### config.mk
export PLATFORM = sky130hd
export DESIGN_NAME = mbr_cell
export DESIGN_NICKNAME = d
export VERILOG_FILES = /design/src/design/mbr_pkg.sv /design/src/design/mbr_cell.sv
export SDC_FILE = /design/constraint.sdc
export NUM_CORES = 2
export LEC_CHECK = 0
export ABC_CLOCK_PERIOD_IN_PS = 8200
export BUFFER_PORTS_ARGS = -buffer_cell sky130_fd_sc_hd__buf_2
export CAP_MARGIN = 25
export CORE_ASPECT_RATIO = 0.7
export CORE_MARGIN = 10
export CORE_UTILIZATION = 25
export DETAILED_ROUTE_END_ITERATION = 8
export GPL_ROUTABILITY_DRIVEN = 0
export HOLD_SLACK_MARGIN = 0.02
export RECOVER_POWER = 50
export SLEW_MARGIN = 20
export SYNTH_ARGS = -nofsm -noshare
export SYNTH_HDL_FRONTEND = slang
export SYNTH_SLANG_ARGS = --single-unit
### constraint.sdc
create_clock -name clk_i -period 8.2 [get_ports clk_i]
set_input_delay 0.41 -clock clk_i [delete_from_list [all_inputs] [get_ports clk_i]]
set_output_delay 0.41 -clock clk_i [all_outputs]
set_load 0.02 [all_outputs]
### src/design/mbr_pkg.sv
`default_nettype none

package mbr_pkg;

  // default sizes of the stores
  localparam int MAX_INNER_DEF = 64;
  localparam int MAX_COLS_DEF  = 16;

  // field widths
  localparam int REQ_W  = 2;
  localparam int ROW_W  = 6;
  localparam int COL_W  = 4;
  localparam int VAL_W  = 16;
  localparam int K_W    = 7;
  localparam int N_W    = 5;
  localparam int PROD_W = 32;
  localparam int ACC_W  = 40;
  localparam int OUT_W  = 31;
  localparam int CFG_IDX_W  = 2;
  localparam int CFG_DATA_W = 7;

  // request kinds
  localparam logic [REQ_W-1:0] REQ_WEIGHT = 2'd0;
  localparam logic [REQ_W-1:0] REQ_BIAS   = 2'd1;
  localparam logic [REQ_W-1:0] REQ_ACT    = 2'd2;

  // configuration register indexes
  localparam logic [CFG_IDX_W-1:0] CFG_INNER_K  = 2'd0;
  localparam logic [CFG_IDX_W-1:0] CFG_COLS_N   = 2'd1;
  localparam logic [CFG_IDX_W-1:0] CFG_BIAS_PER = 2'd2;

  // control of one pipeline stage
  typedef struct packed {
    logic act;
    logic in_rng;
    logic row_end;
  } stg_t;

  // control broadcast to every cell
  typedef struct packed {
    logic adv;
    logic rd_en;
    stg_t s2;
    logic load;
    logic shift;
    logic bias_per;
  } cell_ctl_t;

endpackage

`default_nettype wire

### src/design/mbr_cell.sv
`default_nettype none

module mbr_cell #(
  parameter int MAX_INNER = mbr_pkg::MAX_INNER_DEF,
  localparam int AW = (MAX_INNER > 1) ? $clog2(MAX_INNER) : 1
) (
  input  wire                                clk_i,
  input  wire                                rst_ni,
  input  wire mbr_pkg::cell_ctl_t            ctl_i,
  input  wire                                w_we_i,
  input  wire                                b_we_i,
  input  wire [AW-1:0]                       waddr_i,
  input  wire [AW-1:0]                       raddr_i,
  input  wire signed [mbr_pkg::VAL_W-1:0]    wdata_i,
  input  wire signed [mbr_pkg::VAL_W-1:0]    act_i,
  input  wire signed [mbr_pkg::VAL_W-1:0]    bias0_i,
  input  wire [mbr_pkg::OUT_W-1:0]           res_next_i,
  output logic [mbr_pkg::OUT_W-1:0]          res_o,
  output logic signed [mbr_pkg::VAL_W-1:0]   bias_o
);
  import mbr_pkg::*;

  logic signed [VAL_W-1:0]  wmem [MAX_INNER];
  logic signed [VAL_W-1:0]  w_q;
  logic signed [VAL_W-1:0]  bias_q;
  logic signed [VAL_W-1:0]  b1_q, b2_q, b3_q;
  logic signed [PROD_W-1:0] prod_q;
  logic signed [ACC_W-1:0]  acc_q, acc_d;
  logic signed [ACC_W-1:0]  fin_q;
  logic [OUT_W-1:0]         res_q, res_d;
  logic signed [ACC_W:0]    acc_sum;
  logic signed [ACC_W:0]    fin_sum;
  logic signed [ACC_W-1:0]  acc_sat;

  always_ff @(posedge clk_i) begin
    if (w_we_i) begin
      wmem[waddr_i] <= wdata_i;
    end
    if (ctl_i.rd_en) begin
      w_q <= wmem[raddr_i];
    end
  end

  always_ff @(posedge clk_i) begin
    if (b_we_i) begin
      bias_q <= wdata_i;
    end
    if (ctl_i.adv) begin
      b1_q   <= ctl_i.bias_per ? bias_q : bias0_i;
      b2_q   <= b1_q;
      b3_q   <= b2_q;
      prod_q <= act_i * w_q;
    end
  end

  // accumulate with saturation at the 40-bit bounds
  always_comb begin
    acc_sum = {acc_q[ACC_W-1], acc_q} + (ACC_W+1)'(prod_q);
    if (!acc_sum[ACC_W] && acc_sum[ACC_W-1]) begin
      acc_sat = {1'b0, {(ACC_W-1){1'b1}}};
    end else if (acc_sum[ACC_W] && !acc_sum[ACC_W-1]) begin
      acc_sat = {1'b1, {(ACC_W-1){1'b0}}};
    end else begin
      acc_sat = acc_sum[ACC_W-1:0];
    end
  end

  always_comb begin
    acc_d = acc_q;
    if (ctl_i.s2.act) begin
      if (ctl_i.s2.in_rng) begin
        acc_d = acc_sat;
      end
      if (ctl_i.s2.row_end) begin
        acc_d = '0;
      end
    end
  end

  always_ff @(posedge clk_i or negedge rst_ni) begin
    if (!rst_ni) begin
      acc_q <= '0;
    end else if (ctl_i.adv) begin
      acc_q <= acc_d;
    end
  end

  always_ff @(posedge clk_i) begin
    if (ctl_i.adv && ctl_i.s2.act && ctl_i.s2.row_end) begin
      fin_q <= ctl_i.s2.in_rng ? acc_sat : acc_q;
    end
  end

  // bias in q16.16, relu at zero, saturate at the top
  always_comb begin
    fin_sum = {fin_q[ACC_W-1], fin_q}
            + $signed({{(ACC_W+1-VAL_W-8){b3_q[VAL_W-1]}}, b3_q, 8'b0});
    if (fin_sum[ACC_W]) begin
      res_d = '0;
    end else if (|fin_sum[ACC_W-1:OUT_W]) begin
      res_d = '1;
    end else begin
      res_d = fin_sum[OUT_W-1:0];
    end
  end

  always_ff @(posedge clk_i) begin
    if (ctl_i.load) begin
      res_q <= res_d;
    end else if (ctl_i.shift) begin
      res_q <= res_next_i;
    end
  end

  assign res_o  = res_q;
  assign bias_o = bias_q;

endmodule

`default_nettype wire

# Word-level counts from Yosys, hierarchy flattened
# Memories as Yosys holds them, arrays and structs flattened. A register that Yosys moved wholly into a read port is not among the register bits.
# Cells that the tools add are included.
# totals
ff_bits,207
rom_bits,0
memories,1
ram_bits,1024
input_bits,103
latchBits,0
output_inout_bits,47
# classes
n_lt_le_gt_ge,0
n_eq_ne,0
shifts,0
mul,1
n_div,0
addsub,2
mux,11
n_bitwise,0
n_reduce_logical,9
# mem_list
memory,words,word_bits,rd,rd_clocked_by_memory_dff,write_ports,line_no,source
wmem,64,16,1,1,1,mbr_cell.sv:23,logic signed [VAL_W-1:0] wmem [MAX_INNER];
# op_table
operator,n
two-way mux 40 bit,4
two-way mux 31 bit,4
adder 40 x 24 -> 41 bit,1
adder 40 x 32 -> 41 bit,1
multiplier 16 x 16 -> 32 bit,1
two-way mux 16 bit,1
OR reduction 9 bit,1
logical AND 1 bit,4
logical NOT 1 bit,2
two-way mux 1 bit,2
AND reduction 2 bit,1
nonzero test 2 bit,1

# Depth between registers and ports, before layout
# logic_depth
word_depth,7
depth_mapped,25

# Least setup slack after synthesis
# No wires, ideal clock.
# synth_timing
kind,register to register
startpoint,"reg w_q[7], read port of wmem"
endpoint,"reg prod_q[31], data pin"
required_time_ns,7.934
slack_ns,2.170
synth_period_minus_slack_ns,6.030
setup_time_ns,0.266
path_stages_with_launch,23
arrival_ns,5.765
path_buffers,1
path_cell_list,edfxtp_1 > clkbuf_1 > nand2_1 > fa_1 > inv_1 > fa_1 > inv_1 > fa_1 > inv_1 > fa_1 > fa_1 > inv_1 > fa_1 > inv_1 > ha_1 > nand4_1 > o31ai_1 > a31oi_1 > o31ai_1 > a41oi_1 > a21oi_1 > and4_1 > nor3_1
# synth_between
elab_chain_cells,1
# synth_rtl
item,line_no,source
from (decl),mbr_cell.sv:24,logic signed [VAL_W-1:0] w_q;
multiplier 16 x 16 -> 32 bit,mbr_cell.sv:52,prod_q <= act_i * w_q;
to (signal assigned),mbr_cell.sv:52,
to (decl),mbr_cell.sv:27,logic signed [PROD_W-1:0] prod_q;
# No other way between the ends.
# A chain may end at the register's enable or synchronous reset.

# Worst setup path after layout
# layout_timing
startpoint,"reg w_q[1], read port of wmem"
endpoint,"reg prod_q[31], data pin"
# Same word-level chain as after synthesis.

==> out/qor.csv <==
metric,value,unit
syn_to_final_growth,14.9,%
regArea,37200,um2
crit_top_cell,fa_1,
hold_viol_final,0,
crit_buf_inv,5,
rsz0062_at_grt,no,
setup_viol,0,
port_buffers,149,
yosysUniqueCellTypes,80,
synth_top_family_by_area,multiplexers,
min_period_over_period,84.2,%
layout.nets,4447,
cts_tree,done,
slew_violations,1180,
fmax,145,MHz
synthMuxAreaShare,12.8,%
post_drt_wl_per_cell,22.1,um
start_util,25.2,%
critical_path.cell_chain,nand2_1 > inv_1 > fa_1 > inv_1 > fa_1 > fa_1 > inv_1 > fa_1 > fa_1 > inv_1 > fa_1 > inv_1 > ha_1 > nand4_1 > o31ai_1 > a31oi_1 > o31ai_1 > a41oi_1 > a21oi_1 > and4_1 > nor3_1,
grt_pass1_wl,235000,um
track_usage,11.7,%
drtIter0Drc,3762,
crit_family,adder cells,
die_h,434,um
clkLatencyLatePin,780,ps
firstDrtPassIters,5,
fin_setup_tns,0,ps
fill_cells,24100,
ios,150,
grt_remaining_overflow,0,
worst_slew_pin_slew,4700,ps
core,243000,um2
peakVddDrop,0.902,mV
final_antenna_net_count,0,
syn_nets,4223,
yosys.area_share.simple,5.12,%
leakage,24.6,nW
cp-end-kind,flop,
drt-total-wl,160000,um
failed_checks,"capacitance limit, slew limit",
clock-root-buffer,clkbuf_16,
clock_path_buffers,3,
die_w,612,um
final_common_cell,edfxtp_1,
yosysWarningCount,0,
synth_adder_area_share,11.8,%
postSynthCellCount,3702,
synth_edf_count,1207,
power,28.6,mW
num_rows,151,
synthesis.area,61300,um2
synth-seq-area-share,60.8,%
required,8640,ps
syn_area_per_cell,16.6,um2
path_max_fanout,16,
maxSlewHeadroom,-213,%
p_seq_share,28.8,%
cp_slowest_cell,edfxtp_1,
clock-sinks,1247,
synth_seq_cells,1247,
intPower,17.3,mW
p_sw,11.4,mW
via_count,33700,
grt_pass1_vias,33700,
maxCapViolCount,18,
hpwl,106000,um
worstPathArrival,7350,ps
die_area,266000,um2
outcome,"complete, but fails checks",
drc_errors,0,
via_per_inst,4.65,
clkSlewWorstSetupHoldPaths,60,ps
drive_gt1_share,19.7,%
synth_xor_xnor_area_share,1.30,%
mostFrequentLayoutCells,"1207 x edfxtp_1, 346 x inv_1, 336 x mux4_2",
cts_made_buffers,121,
p_clk_share,20.0,%
crit_type,reg -> reg,
synth-compound-area-share,5.03,%
antenna_found_initial,13,
synth_ff_type,edfxtp_1,
clock-skew-final,82.4,ps
grt_max_degree,153,
post-cts-setup-buffer-count,0,
post_cts_resized,0,
dp_slack,1440,ps
power.share.combinational,51.1,%
multi_input_area,22100,um2
start_kind,flop,
p_per_area,407,nW/um2
h-tree-depth,3,
synthArstFlopShare,3.21,%
min_path_type,in -> reg,
slowest_delay,740,ps
switching_share,39.7,%
timing.final.ws_setup,1290,ps
layout_min_cycle_time,6910,ps
[worst paths after layout]
check / start / endpoint / slack (ps) / cells after the start
setup / recovery: w_q[1] / prod_q[31] / 1290 / 21
hold / removal: res_next_i[9] / res_o[9] / 70 / 3
setup reg to reg: w_q[1] / prod_q[31] / 1290 / 21
hold reg to reg: b2_q[7] / b3_q[7] / 410 / 0
max in group asynchronous: rst_ni / acc_q[14] / 5650 / 2
min in group asynchronous: rst_ni / acc_q[3] / 1070 / 2
[synthesized netlist by cell type, types with 19 or more instances]
| library cell | number | area [um2] |
|---|---|---|
| ha_1 | 154 | 1930 |
| and2_1 | 131 | 820 |
| xor2_1 | 37 | 324 |
| edfxtp_1 | 1207 | 36200 |
| dfrtp_1 | 40 | 1000 |
| nand2b_1 | 20 | 125 |
| buf_1 | 28 | 105 |
| clkbuf_1 | 112 | 420 |
| nor2b_1 | 20 | 125 |
| fa_1 | 264 | 5290 |
| nand2_1 | 195 | 732 |
| nor2_1 | 172 | 646 |
| o21ai_0 | 52 | 260 |
| mux4_2 | 336 | 7570 |
| nor3_1 | 40 | 200 |
| o221ai_2 | 19 | 285 |
| nand3_1 | 24 | 120 |
| a21o_1 | 38 | 285 |
| a211oi_1 | 24 | 180 |
| inv_1 | 346 | 1300 |
| o22a_1 | 49 | 429 |
| xnor2_1 | 54 | 473 |
| a21oi_1 | 118 | 591 |
[cell families (layout without fill, tap and decap cells)]
logic type | count (synthesis) | after routing
compound gates | 423 | 423
other cells | 0 | 2
simple gates | 655 | 655
flops | 1247 | 1247
mux | 359 | 359
buf+inv | 509 | 837
xor+xnor | 91 | 91
fa+ha+maj | 418 | 418
[per-stage QoR]
stage	area (um2)	cells	utilization [%]	hold slack [ps]
after global placement	66200	6995	27.2	406
final	70400	7245	29.0	72.2
after CTS	70500	7243	29.0	23.1
after floorplan	61300	3702	-	114
after detailed placement	66200	6996	27.2	409
after global routing	70400	7244	29.0	43.7
[power by group through the flow]
stage                     clock (mW)  sequential, mW  combinational [mW]
after floorplan                    0            8.28                10.7
after global placement             0            8.37                14.3
after detailed placement           0            8.37                14.5
after CTS                       5.86            8.24                14.6
after global routing            6.12            8.29                16.5
final                           5.73            8.26                14.6
[layer usage]
| metal | vias to the layer above | global-route usage (%) | share of wire [%] |
|---|---|---|---|
| met2 | 1266 | 17.3 | 44 |
| met4 | 4 | 2.81 | 2.5 |
| met3 | 184 | 2.09 | 7.2 |
| met5 | - | 0 | 0.013 |
| li1 | 14400 | - | - |
| met1 | 17800 | 17.8 | 47 |
[flip-flops by register name, summed over array words and instances, names as in the netlist]
name    count
w_q        16
prod_q     32
bias_o     16
b2_q       16
fin_q      40
b1_q       16
wmem     1024
acc_q      40
b3_q       16
res_o      31
[cell type report]
class	instances	area share, %
Multi-Input combinational cell	1946	31.4
Clock inverter	82	1.33
Clock buffer	145	4.49
Sequential cell	1247	52.9
Tap cell	3213	5.71
Inverter	347	1.85
Timing Repair Buffer	263	2.34
Antenna cell	2	0.00711
[tightest hold or removal path, delay by kind of cell]
| kind | cells | cell delay [ps] |
|---|---|---|
| AOI/OAI and AO/OA | 1 | 140 |
| buffers and inverters | 2 | 120 |
[repair_timing]
action / 4_1_cts / 5_1_grt
endpoints found under the hold margin: 59 / 0
hold buffers: 20 / 0
endpoints found under the setup margin: 0 / 0
No activity file was read; power rests on OpenSTA's default activity.
